## config.mk

```make
export PLATFORM = sky130hd
export DESIGN_NAME = frame_motion_statistics_top
export DESIGN_NICKNAME = d
export VERILOG_FILES = /design/src/design/fms_pkg.sv /design/src/design/frame_motion_statistics_top.sv /design/src/design/fms_ctrl.sv /design/src/design/fms_dp.sv
export SDC_FILE = /design/constraint.sdc
export NUM_CORES = 2
export LEC_CHECK = 0
export BUFFER_PORTS_ARGS = -buffer_cell sky130_fd_sc_hd__buf_2
export CORE_MARGIN = 2
export CORE_UTILIZATION = 40
export CTS_BUF_LIST = sky130_fd_sc_hd__clkbuf_16
export CTS_CLUSTER_DIAMETER = 60
export DETAILED_ROUTE_END_ITERATION = 12
export GPL_TIMING_DRIVEN = 0
export SETUP_SLACK_MARGIN = 0.1
export SYNTH_ARGS = -nofsm -noshare
export SYNTH_HDL_FRONTEND = slang
export SYNTH_HIERARCHICAL = 1
export SYNTH_SLANG_ARGS = --single-unit
```

## constraint.sdc

```tcl
create_clock -name clk_i -period 26.1 [get_ports clk_i]
set_input_delay 1.305 -clock clk_i [delete_from_list [all_inputs] [get_ports clk_i]]
set_output_delay 1.305 -clock clk_i [all_outputs]
set_load 0.05 [all_outputs]
```

## src/design/fms_pkg.sv

```systemverilog
// ----------------------------------------------------------------------------
// fms_pkg
// Shared types and constants for the frame motion statistics block.
// ----------------------------------------------------------------------------
package fms_pkg;

  // Field and accumulator widths
  localparam int unsigned PIX_W    = 8;
  localparam int unsigned CNT_W    = 25;
  localparam int unsigned FW_W     = 13;
  localparam int unsigned COORD_W  = 12;
  localparam int unsigned SUM_W    = 37;
  localparam int unsigned SQ_W     = 49;
  localparam int unsigned Q8_W     = 20;
  localparam int unsigned PROD_W   = 74;
  localparam int unsigned MPL_W    = 37;
  localparam int unsigned DVD_W    = 90;
  localparam int unsigned DVS_W    = 50;
  localparam int unsigned QUO_W    = 48;
  localparam int unsigned ITER_W   = 7;
  localparam int unsigned STEP_W   = 4;

  // Deviation limit 100.0 in Q.16 variance units: 100^2 * 65536
  localparam logic [QUO_W-1:0] VAR_LIMIT = QUO_W'(655360000);

  // Frame-end compute sequence
  localparam logic [STEP_W-1:0] STEP_NN  = 4'd0;  // n*n
  localparam logic [STEP_W-1:0] STEP_CX  = 4'd1;  // 256*sx/n
  localparam logic [STEP_W-1:0] STEP_CY  = 4'd2;  // 256*sy/n
  localparam logic [STEP_W-1:0] STEP_PX  = 4'd3;  // n*sqx
  localparam logic [STEP_W-1:0] STEP_SSX = 4'd4;  // sx*sx, then difference
  localparam logic [STEP_W-1:0] STEP_DX  = 4'd5;  // 65536*D/nn
  localparam logic [STEP_W-1:0] STEP_RX  = 4'd6;  // isqrt
  localparam logic [STEP_W-1:0] STEP_PY  = 4'd7;
  localparam logic [STEP_W-1:0] STEP_SSY = 4'd8;
  localparam logic [STEP_W-1:0] STEP_DY  = 4'd9;
  localparam logic [STEP_W-1:0] STEP_RY  = 4'd10;
  localparam logic [STEP_W-1:0] STEP_LAST = STEP_RY;

  // Controller to datapath
  typedef struct packed {
    logic                   pix_en;  // pixel beat accepted
    logic                   clr;     // clear frame accumulators
    logic                   start;   // launch one compute step
    logic [STEP_W-1:0]      step;
  } cmd_t;

  // Datapath to controller
  typedef struct packed {
    logic done;  // compute step finished
  } sts_t;

endpackage

```

## src/design/frame_motion_statistics_top.sv

```systemverilog
// ----------------------------------------------------------------------------
// frame_motion_statistics_top
// Thresholded motion statistics over a difference-image pixel stream.
// ----------------------------------------------------------------------------
//  channel   dir  fields
//  s_axis    in   tdata: pixel[7:0]; tlast: last_pixel
//  m_axis    out  tdata: motion, changed_count, mean_x/y, spread_x/y
//  apb       in   0x0 pixel_threshold, 0x4 count_threshold, 0x8 frame_width
//
//  Pixels are taken one per cycle while a frame is accumulating.
//  After the last beat the shared serial units run 11 steps in turn
//  (multiplies, divides and roots, each loading its operands, iterating and
//  committing its result); the result beat is valid when the last step ends.
//  No pixel is taken then, nor while the result beat waits on m_axis_tready.
//  Reset clears counters and sums; frame_width resets to 640.
// ----------------------------------------------------------------------------
module frame_motion_statistics_top #(
  parameter int unsigned MAX_WIDTH  = 4096,
  parameter int unsigned MAX_HEIGHT = 4096
) (
  input  logic         clk_i,
  input  logic         rst_ni,
  input  logic         s_axis_tvalid,
  output logic         s_axis_tready,
  input  logic [7:0]   s_axis_tdata,   // [7:0] pixel
  input  logic         s_axis_tlast,
  output logic         m_axis_tvalid,
  input  logic         m_axis_tready,
  // [0] motion, [25:1] changed_count, [45:26] mean_x_q8,
  // [65:46] mean_y_q8, [85:66] spread_x_q8, [105:86] spread_y_q8
  output logic [111:0] m_axis_tdata,
  input  logic         psel,
  input  logic         penable,
  input  logic         pwrite,
  input  logic [3:0]   paddr,
  input  logic [31:0]  pwdata,
  output logic [31:0]  prdata,
  output logic         pready
);

  localparam logic [1:0] REG_PIX_THR = 2'd0;
  localparam logic [1:0] REG_CNT_THR = 2'd1;
  localparam logic [1:0] REG_FWIDTH  = 2'd2;

  logic [fms_pkg::PIX_W-1:0] pix_thr_q;
  logic [fms_pkg::CNT_W-1:0] cnt_thr_q;
  logic [fms_pkg::FW_W-1:0]  fw_q;
  logic                      wr_en;

  // Register file
  assign pready = 1'b1;
  assign wr_en  = psel & penable & pwrite;

  always_ff @(posedge clk_i or negedge rst_ni) begin
    if (!rst_ni) begin
      pix_thr_q <= '0;
      cnt_thr_q <= '0;
      fw_q      <= fms_pkg::FW_W'(640);
    end else if (wr_en) begin
      case (paddr[3:2])
        REG_PIX_THR: pix_thr_q <= pwdata[fms_pkg::PIX_W-1:0];
        REG_CNT_THR: cnt_thr_q <= pwdata[fms_pkg::CNT_W-1:0];
        REG_FWIDTH:  fw_q      <= pwdata[fms_pkg::FW_W-1:0];
        default: ;
      endcase
    end
  end

  always_comb begin
    unique case (paddr[3:2])
      REG_PIX_THR: prdata = 32'(pix_thr_q);
      REG_CNT_THR: prdata = 32'(cnt_thr_q);
      REG_FWIDTH:  prdata = 32'(fw_q);
      default:     prdata = '0;
    endcase
  end

  fms_pkg::cmd_t cmd;
  fms_pkg::sts_t sts;
  logic                      motion;
  logic [fms_pkg::CNT_W-1:0] cnt;
  logic [fms_pkg::Q8_W-1:0]  cx, cy, spx, spy;

  fms_ctrl u_ctrl (
    .clk_i       (clk_i),
    .rst_ni      (rst_ni),
    .in_valid_i  (s_axis_tvalid),
    .in_last_i   (s_axis_tlast),
    .in_ready_o  (s_axis_tready),
    .out_valid_o (m_axis_tvalid),
    .out_ready_i (m_axis_tready),
    .cmd_o       (cmd),
    .sts_i       (sts)
  );

  fms_dp #(
    .MAX_WIDTH  (MAX_WIDTH),
    .MAX_HEIGHT (MAX_HEIGHT)
  ) u_dp (
    .clk_i           (clk_i),
    .rst_ni          (rst_ni),
    .cmd_i           (cmd),
    .sts_o           (sts),
    .pixel_i         (s_axis_tdata),
    .pix_thr_i       (pix_thr_q),
    .cnt_thr_i       (cnt_thr_q),
    .frame_width_i   (fw_q),
    .motion_o        (motion),
    .changed_count_o (cnt),
    .mean_x_o        (cx),
    .mean_y_o        (cy),
    .spread_x_o      (spx),
    .spread_y_o      (spy)
  );

  assign m_axis_tdata = {6'd0, spy, spx, cy, cx, cnt, motion};

endmodule

```

## src/design/fms_ctrl.sv

```systemverilog
// ----------------------------------------------------------------------------
// fms_ctrl
// Sequencer: pixel intake, frame-end compute steps and result handoff.
// ----------------------------------------------------------------------------
module fms_ctrl (
  input  logic            clk_i,
  input  logic            rst_ni,
  input  logic            in_valid_i,
  input  logic            in_last_i,
  output logic            in_ready_o,
  output logic            out_valid_o,
  input  logic            out_ready_i,
  output fms_pkg::cmd_t   cmd_o,
  input  fms_pkg::sts_t   sts_i
);

  localparam logic [1:0] ST_ACC  = 2'd0;
  localparam logic [1:0] ST_CALC = 2'd1;
  localparam logic [1:0] ST_OUT  = 2'd2;

  logic [1:0]                   state_q, state_d;
  logic [fms_pkg::STEP_W-1:0]   step_q, step_d;
  logic                         start_q, start_d;
  logic                         pix_beat;

  assign in_ready_o  = (state_q == ST_ACC);
  assign out_valid_o = (state_q == ST_OUT);
  assign pix_beat    = in_valid_i & in_ready_o;

  // Next state
  always_comb begin
    state_d = state_q;
    step_d  = step_q;
    start_d = 1'b0;
    unique case (state_q)
      ST_ACC: begin
        if (pix_beat && in_last_i) begin
          state_d = ST_CALC;
          step_d  = fms_pkg::STEP_NN;
          start_d = 1'b1;
        end
      end
      ST_CALC: begin
        if (sts_i.done) begin
          if (step_q == fms_pkg::STEP_LAST) begin
            state_d = ST_OUT;
          end else begin
            step_d  = step_q + 1'b1;
            start_d = 1'b1;
          end
        end
      end
      ST_OUT: begin
        if (out_ready_i) state_d = ST_ACC;
      end
      default: state_d = ST_ACC;
    endcase
  end

  always_ff @(posedge clk_i or negedge rst_ni) begin
    if (!rst_ni) begin
      state_q <= ST_ACC;
      step_q  <= fms_pkg::STEP_NN;
      start_q <= 1'b0;
    end else begin
      state_q <= state_d;
      step_q  <= step_d;
      start_q <= start_d;
    end
  end

  // Commands
  always_comb begin
    cmd_o.pix_en = pix_beat;
    cmd_o.clr    = (state_q == ST_OUT) & out_ready_i;
    cmd_o.start  = start_q;
    cmd_o.step   = step_q;
  end

endmodule

```

## src/design/fms_dp.sv

```systemverilog
// ----------------------------------------------------------------------------
// fms_dp
// Datapath: position tracking, accumulators, and a shared serial
// multiplier, restoring divider and integer square root.
// ----------------------------------------------------------------------------
module fms_dp #(
  parameter int unsigned MAX_WIDTH  = 4096,
  parameter int unsigned MAX_HEIGHT = 4096
) (
  input  logic                         clk_i,
  input  logic                         rst_ni,
  input  fms_pkg::cmd_t                cmd_i,
  output fms_pkg::sts_t                sts_o,
  input  logic [fms_pkg::PIX_W-1:0]    pixel_i,
  input  logic [fms_pkg::PIX_W-1:0]    pix_thr_i,
  input  logic [fms_pkg::CNT_W-1:0]    cnt_thr_i,
  input  logic [fms_pkg::FW_W-1:0]     frame_width_i,
  output logic                         motion_o,
  output logic [fms_pkg::CNT_W-1:0]    changed_count_o,
  output logic [fms_pkg::Q8_W-1:0]     mean_x_o,
  output logic [fms_pkg::Q8_W-1:0]     mean_y_o,
  output logic [fms_pkg::Q8_W-1:0]     spread_x_o,
  output logic [fms_pkg::Q8_W-1:0]     spread_y_o
);

  localparam int unsigned CW = $clog2(MAX_WIDTH);
  localparam int unsigned RW = $clog2(MAX_HEIGHT);
  localparam int unsigned PW = fms_pkg::PROD_W;
  localparam int unsigned MW = fms_pkg::MPL_W;
  localparam int unsigned DW = fms_pkg::DVD_W;
  localparam int unsigned VW = fms_pkg::DVS_W;
  localparam int unsigned QW = fms_pkg::QUO_W;
  localparam int unsigned IW = fms_pkg::ITER_W;
  localparam int unsigned SQRT_STEPS = QW / 2;

  // ---------------- position and accumulation ----------------
  logic [CW-1:0]                 col_q;
  logic [RW-1:0]                 row_q;
  logic [fms_pkg::CNT_W-1:0]     hit_q;
  logic [fms_pkg::SUM_W-1:0]     sx_q, sy_q;
  logic [fms_pkg::SQ_W-1:0]      sqx_q, sqy_q;
  logic [fms_pkg::FW_W:0]        eff_w;
  logic [fms_pkg::FW_W:0]        col_p1;
  logic                          hit;
  logic [fms_pkg::COORD_W-1:0]   x_c, y_c;

  // Clamp the row width into 1..MAX_WIDTH
  always_comb begin
    if (frame_width_i == '0) begin
      eff_w = (fms_pkg::FW_W+1)'(1);
    end else if ((fms_pkg::FW_W+1)'(frame_width_i) > (fms_pkg::FW_W+1)'(MAX_WIDTH)) begin
      eff_w = (fms_pkg::FW_W+1)'(MAX_WIDTH);
    end else begin
      eff_w = (fms_pkg::FW_W+1)'(frame_width_i);
    end
  end

  assign col_p1 = (fms_pkg::FW_W+1)'(col_q) + 1'b1;
  assign hit    = (pixel_i > pix_thr_i) && (hit_q != '1);
  assign x_c    = fms_pkg::COORD_W'(col_q);
  assign y_c    = fms_pkg::COORD_W'(row_q);

  always_ff @(posedge clk_i or negedge rst_ni) begin
    if (!rst_ni) begin
      col_q <= '0;
      row_q <= '0;
      hit_q <= '0;
      sx_q  <= '0;
      sy_q  <= '0;
      sqx_q <= '0;
      sqy_q <= '0;
    end else if (cmd_i.clr) begin
      col_q <= '0;
      row_q <= '0;
      hit_q <= '0;
      sx_q  <= '0;
      sy_q  <= '0;
      sqx_q <= '0;
      sqy_q <= '0;
    end else if (cmd_i.pix_en) begin
      if (hit) begin
        hit_q <= hit_q + 1'b1;
        sx_q  <= sx_q + fms_pkg::SUM_W'(x_c);
        sy_q  <= sy_q + fms_pkg::SUM_W'(y_c);
        sqx_q <= sqx_q + fms_pkg::SQ_W'(x_c) * fms_pkg::SQ_W'(x_c);
        sqy_q <= sqy_q + fms_pkg::SQ_W'(y_c) * fms_pkg::SQ_W'(y_c);
      end
      if (col_p1 >= eff_w) begin
        col_q <= '0;
        if (row_q < RW'(MAX_HEIGHT - 1)) row_q <= row_q + 1'b1;
      end else begin
        col_q <= col_q + 1'b1;
      end
    end
  end

  // ---------------- shared arithmetic units ----------------
  logic [fms_pkg::STEP_W-1:0] step_q;
  logic                       busy_q;
  logic [IW-1:0]              iter_q;
  // multiplier
  logic [PW-1:0]              mcand_q, prod_q;
  logic [MW-1:0]              mplier_q;
  // divider
  logic [DW-1:0]              dvd_q;
  logic [VW-1:0]              dvs_q, rem_q;
  logic [QW-1:0]              quo_q;
  logic [VW:0]                trial;
  // square root
  logic [QW-1:0]              sv_q, sres_q, sbit_q, sarg;
  // step results
  logic [VW-1:0]              nn_q;
  logic [PW-1:0]              p1_q;
  logic [PW-1:0]              d_q;
  logic [QW-1:0]              q_q;
  logic [fms_pkg::Q8_W-1:0]   cx_q, cy_q, spx_q, spy_q;
  logic                       wx_q, wy_q;
  logic                       wide;
  logic [PW-1:0]              diff;

  assign trial = {rem_q, dvd_q[DW-1]};
  assign sarg  = sres_q + sbit_q;
  assign wide  = (quo_q > fms_pkg::VAR_LIMIT) ||
                 ((quo_q == fms_pkg::VAR_LIMIT) && (rem_q != '0));
  assign diff  = (prod_q > p1_q) ? '0 : (p1_q - prod_q);

  // Step control and operand load
  always_ff @(posedge clk_i or negedge rst_ni) begin
    if (!rst_ni) begin
      busy_q <= 1'b0;
      iter_q <= '0;
      step_q <= fms_pkg::STEP_NN;
    end else if (cmd_i.start) begin
      busy_q <= 1'b1;
      step_q <= cmd_i.step;
      unique case (cmd_i.step)
        fms_pkg::STEP_CX, fms_pkg::STEP_CY,
        fms_pkg::STEP_DX, fms_pkg::STEP_DY: iter_q <= IW'(DW);
        fms_pkg::STEP_RX, fms_pkg::STEP_RY: iter_q <= IW'(SQRT_STEPS);
        default:                            iter_q <= IW'(MW);
      endcase
    end else if (busy_q) begin
      if (iter_q != '0) iter_q <= iter_q - 1'b1;
      else              busy_q <= 1'b0;
    end
  end

  assign sts_o.done = busy_q && (iter_q == '0);

  // Unit registers: load on start, iterate while counting
  always_ff @(posedge clk_i) begin
    if (cmd_i.start) begin
      prod_q <= '0;
      rem_q  <= '0;
      quo_q  <= '0;
      sres_q <= '0;
      sbit_q <= QW'(1) << (QW - 2);
      unique case (cmd_i.step)
        fms_pkg::STEP_NN: begin
          mcand_q  <= PW'(hit_q);
          mplier_q <= MW'(hit_q);
        end
        fms_pkg::STEP_PX: begin
          mcand_q  <= PW'(sqx_q);
          mplier_q <= MW'(hit_q);
        end
        fms_pkg::STEP_PY: begin
          mcand_q  <= PW'(sqy_q);
          mplier_q <= MW'(hit_q);
        end
        fms_pkg::STEP_SSX: begin
          mcand_q  <= PW'(sx_q);
          mplier_q <= MW'(sx_q);
        end
        fms_pkg::STEP_SSY: begin
          mcand_q  <= PW'(sy_q);
          mplier_q <= MW'(sy_q);
        end
        fms_pkg::STEP_CX: begin
          dvd_q <= DW'({sx_q, 8'd0});
          dvs_q <= VW'(hit_q);
        end
        fms_pkg::STEP_CY: begin
          dvd_q <= DW'({sy_q, 8'd0});
          dvs_q <= VW'(hit_q);
        end
        fms_pkg::STEP_DX, fms_pkg::STEP_DY: begin
          dvd_q <= DW'({d_q, 16'd0});
          dvs_q <= nn_q;
        end
        fms_pkg::STEP_RX, fms_pkg::STEP_RY: begin
          sv_q <= q_q;
        end
        default: ;
      endcase
    end else if (busy_q && (iter_q != '0)) begin
      // one multiply bit
      if (mplier_q[0]) prod_q <= prod_q + mcand_q;
      mcand_q  <= mcand_q << 1;
      mplier_q <= mplier_q >> 1;
      // one quotient bit
      if (trial >= (VW+1)'(dvs_q)) begin
        rem_q <= VW'(trial - (VW+1)'(dvs_q));
        quo_q <= {quo_q[QW-2:0], 1'b1};
      end else begin
        rem_q <= VW'(trial);
        quo_q <= {quo_q[QW-2:0], 1'b0};
      end
      dvd_q <= dvd_q << 1;
      // one root bit
      if (sv_q >= sarg) begin
        sv_q   <= sv_q - sarg;
        sres_q <= (sres_q >> 1) + sbit_q;
      end else begin
        sres_q <= sres_q >> 1;
      end
      sbit_q <= sbit_q >> 2;
    end
  end

  // Commit step results
  always_ff @(posedge clk_i) begin
    if (sts_o.done) begin
      case (step_q)
        fms_pkg::STEP_NN:  nn_q  <= VW'(prod_q);
        fms_pkg::STEP_CX:  cx_q  <= quo_q[fms_pkg::Q8_W-1:0];
        fms_pkg::STEP_CY:  cy_q  <= quo_q[fms_pkg::Q8_W-1:0];
        fms_pkg::STEP_PX, fms_pkg::STEP_PY: p1_q <= prod_q;
        fms_pkg::STEP_SSX, fms_pkg::STEP_SSY: d_q <= diff;
        fms_pkg::STEP_DX: begin
          q_q  <= quo_q;
          wx_q <= wide;
        end
        fms_pkg::STEP_DY: begin
          q_q  <= quo_q;
          wy_q <= wide;
        end
        fms_pkg::STEP_RX:  spx_q <= sres_q[fms_pkg::Q8_W-1:0];
        fms_pkg::STEP_RY:  spy_q <= sres_q[fms_pkg::Q8_W-1:0];
        default: ;
      endcase
    end
  end

  // Result fields; an empty frame reads as all zero
  logic nz;
  assign nz              = (hit_q != '0);
  assign changed_count_o = hit_q;
  assign mean_x_o        = nz ? cx_q  : '0;
  assign mean_y_o        = nz ? cy_q  : '0;
  assign spread_x_o      = nz ? spx_q : '0;
  assign spread_y_o      = nz ? spy_q : '0;
  assign motion_o        = nz && (hit_q > cnt_thr_i) && !wx_q && !wy_q;

endmodule
```

==> results.yml <==
drt:
  first_pass_iters: 7
  via_per_inst: 5.66
  route.vias.total: 64300
  drtIter0Drc: 5574
  wl_um: 263000
  drc_errors: 0
  wire_per_inst_um: 23.1
  ant_nets: 0
yosys:
  postSynthAreaPerCell_um2: 9.20
  seq_area_frac_synth: 0.398
  yosys_warnings: 6
  synthCells: 8361
  ys_ff_latch: 1149
  synth_cell_type_count: 113
  synthArstFlopShare: 0.249
  syn-cell-area_um2: 76900
  ys.flop_type: "edfxtp_1"
  synth_edf_count: 619
setup_path:
  slowest_stage: "nor4_1"
  reg2reg_from: "u_dp/col_q[4]"
  crit_path_cell_trace: "clkbuf_1 -> inv_1 -> nor2_1 -> fa_1 -> fa_1 -> fa_1 -> fa_1 -> inv_1 -> fa_1 -> inv_1 -> ha_1 -> nor2b_1 -> nor3_1 -> o21a_1 -> o31ai_2 -> a41oi_1 -> nor4_1 -> nor2_1 -> buf_2 -> or3_1 -> a21oi_1"
  startpoint: "u_dp/col_q[4]"
  cp_max_fo: 10
  criticalPathCategory: "register to register"
  crit_top_cell: "fa_1"
  r2r_slack_ns: 18.19
  slowest_delay_ns: 0.84
  arrival_ns: 8.63
  start_kind: "register"
  required_ns: 26.82
  cp_num_buf_inv: 5
  crit_family: "adder cells"
  worstReg2RegEnd: "u_dp/sqx_q[44]"
  end_kind: "register"
  reg2regPathDepth: 21
cts:
  clock_sinks: 1149
  cts-resized-gates: 0
  cts_tree: "yes"
  cts-htree-levels: 4
  cts_hold_buffers: 0
  post_cts_buffers: 0
  clockBufferDepth: 3
  cts_buffers: 144
  insertion_delay_ns: 0.84
  clk_pin_slew_ns: 0.06
  root_buffer: "clkbuf_16"
power_and_ir_drop:
  powerDensity_nw_per_um2: 159
  intPower_w: 0.00703
  p_sw_frac: 0.487
  p_switching_w: 0.00669
  power_frac_clock: 0.144
  seq_power_share: 0.233
  ir_drop_mv: 0.927
  p_comb_frac: 0.623
  p_leak_nw: 36.6
cells_and_area:
  area_delta_synth_final_pct: 12.3
  drive_gt1_frac: 0.0740
  design_area_um2: 86300
  fin_nets: 9500
sta:
  finalSetupViolations: 0
  fmax_mhz: 126
  period_minus_slack_ns: 7.91
  fin_crit_sh: 0.303
  fin_skew_ns: 0.0395
  finalHoldViolations: 0
  final.setup.tns_ns: 0
  rsz0062_at_grt: "no"
  drv_slew: 0
  tightest_slew_ns: 1.49
  hold_slack_ns: 0.470
  slew_headroom: 0.00752
floorplan:
  rows: 160
  start_util: 0.404
  ios: 199
  dieArea_um2: 196000
  dieHeight_um: 442
  core_area_um2: 191000
  die_w_um: 442
worst_hold_path:
  worstHoldPathCells: 0
  hp-class: "register to register"
  min-delay-start: "u_dp/prod_q[69]"
  min_to: "u_dp/p1_q[69]"
placement:
  place_hpwl_um: 205000
  place_area_um2: 81700
  globalplace.congestion: 0.962
  port_buffers: 175
status:
  status: "finished clean"
grt:
  grt_pass1_wl_um: 393000
  grt_use_total: 0.262
  antenna_found_initial: 5
  grt_pass1_vias: 62900
  gr-total-overflow: 0
  grt_start_max_net_pins: 115
run:
  drv_cap: 0
==> flip-flops by register name, indices dropped and copies added, names as in the netlist, 48 cells and up <==
register      count
u_dp/rem_q       50
u_dp/dvd_q       82
u_dp/p1_q        74
u_dp/q_q         48
u_dp/quo_q       48
u_dp/nn_q        50
u_dp/mcand_q     74
u_dp/sv_q        48
u_dp/sres_q      48
u_dp/sqx_q       49
u_dp/d_q         74
u_dp/prod_q      74
u_dp/dvs_q       50
u_dp/sqy_q       49
==> metal layers <==
| metal | global-route usage | share of wire | vias to the layer above |
|---|---|---|---|
| met5 | 0 | 0 | - |
| met4 | 0.131 | 0.053 | 0 |
| met3 | 0.0370 | 0.059 | 540 |
| met2 | 0.442 | 0.48 | 2186 |
| met1 | 0.328 | 0.41 | 31300 |
| li1 | - | - | 30200 |
==> Yosys cell counts, types with 17 or more instances <==
library cell	n	area share
or3_1	55	0.0045
dfrtp_1	284	0.092
nand2_1	1069	0.052
o22ai_1	21	0.0017
ha_1	509	0.083
nor2b_1	167	0.014
or4_1	18	0.0018
nand3_1	131	0.0085
buf_1	30	0.0015
nor4_1	58	0.0047
o31ai_1	36	0.0035
nand4_1	134	0.011
o21ai_0	329	0.021
xor2_1	182	0.021
and3_1	57	0.0046
inv_1	664	0.032
mux2_2	61	0.0089
and2_1	112	0.0091
a21o_1	220	0.021
clkbuf_1	348	0.017
o21ai_1	43	0.0028
a211oi_1	94	0.0092
a22oi_1	68	0.0066
buf_4	21	0.0020
nand2b_1	44	0.0036
or2_2	17	0.0014
a31oi_1	140	0.011
o2bb2ai_1	49	0.0056
nor3b_1	19	0.0019
nor3_1	161	0.010
o21a_1	60	0.0059
a21oi_1	655	0.043
a21boi_0	17	0.0017
fa_1	208	0.054
xnor2_1	269	0.031
nor2_1	609	0.030
and4_1	19	0.0022
o21bai_1	89	0.0087
dfxtp_1	244	0.064
mux2i_1	66	0.0086
edfxtp_1	619	0.24
buf_2	36	0.0023
o211ai_1	49	0.0048
==> worst max-delay path by stage <==
stage	to	cells after the start
finish	u_dp/sqx_q[44]	21
detailed placement	u_dp/sqx_q[46]	22
floorplan	u_dp/p1_q[0]	6
CTS	u_dp/sqx_q[46]	22
global route	u_dp/sqx_q[31]	22
global placement	u_dp/p1_q[64]	6
==> metrics by stage <==
stage	setup WS [ns]	utilization	total power [W]	cells
6_report	18.19	0.453	0.0137	11400
5_1_grt	17.86	0.453	0.0149	11400
4_1_cts	18.18	0.453	0.0137	11400
3_5_place_dp	18.25	0.428	0.0117	11100
3_3_place_gp	11.97	0.425	0.0116	11100
2_1_floorplan	16.70	-	0.00928	8373
==> logic make-up after synthesis <==
| logic type | count (synthesis) | share of synthesized area |
|---|---|---|
| buffers and inverters | 1107 | 0.0563 |
| muxes | 127 | 0.0175 |
| xor gates and xnor gates | 451 | 0.0514 |
| and+or+nand+nor | 2729 | 0.166 |
| adders and majority gates | 717 | 0.137 |
| other | 2 | 0.0000976 |
| DFF | 1149 | 0.398 |
| AOI/OAI and AO/OA | 2079 | 0.173 |
==> cell type report <==
type                            count  area, µm²
Sequential cell                  1149      30600
Clock inverter                    112        820
Fill cell                       18400     104000
Buffer                            442       1850
Clock buffer                      153       3830
Timing Repair Buffer              212       1450
Tap cell                         2511       3140
Multi-Input combinational cell   6117      42100
Inverter                          665       2500
Antenna cell                        3       7.51
==> placed cells by master (no fill, tap or decap), types with 58 or more instances in the layout <==
cell / synthesis / routed
inv_1: 664 / 687
clkbuf_1: 348 / 342
a22oi_1: 68 / 68
fa_1: 208 / 208
buf_2: 36 / 212
nand2_1: 1069 / 1069
o21bai_1: 89 / 89
xnor2_1: 269 / 269
a21o_1: 220 / 220
xor2_1: 182 / 182
o21ai_0: 329 / 329
dfrtp_1: 284 / 284
edfxtp_1: 619 / 619
o21a_1: 60 / 60
and2_1: 112 / 112
a31oi_1: 140 / 138
mux2i_1: 66 / 66
nor2_1: 609 / 605
a21oi_1: 655 / 654
nor4_1: 58 / 58
ha_1: 509 / 509
nor3_1: 161 / 159
nand4_1: 134 / 134
dfxtp_1: 244 / 244
nor2b_1: 167 / 167
a211oi_1: 94 / 94
nand3_1: 131 / 131
mux2_2: 61 / 61
clkbuf_16: 0 / 153
==> power groups by stage <==
stage               logic (W)  clock network [W]  registers [W]
global placement      0.00830                  0        0.00326
floorplan             0.00631                  0        0.00297
detailed placement    0.00844                  0        0.00322
CTS                   0.00851            0.00201        0.00319
global route          0.00953            0.00208        0.00324
finish                0.00855            0.00198        0.00320
Note: power is estimated with default switching activity, not from simulation.
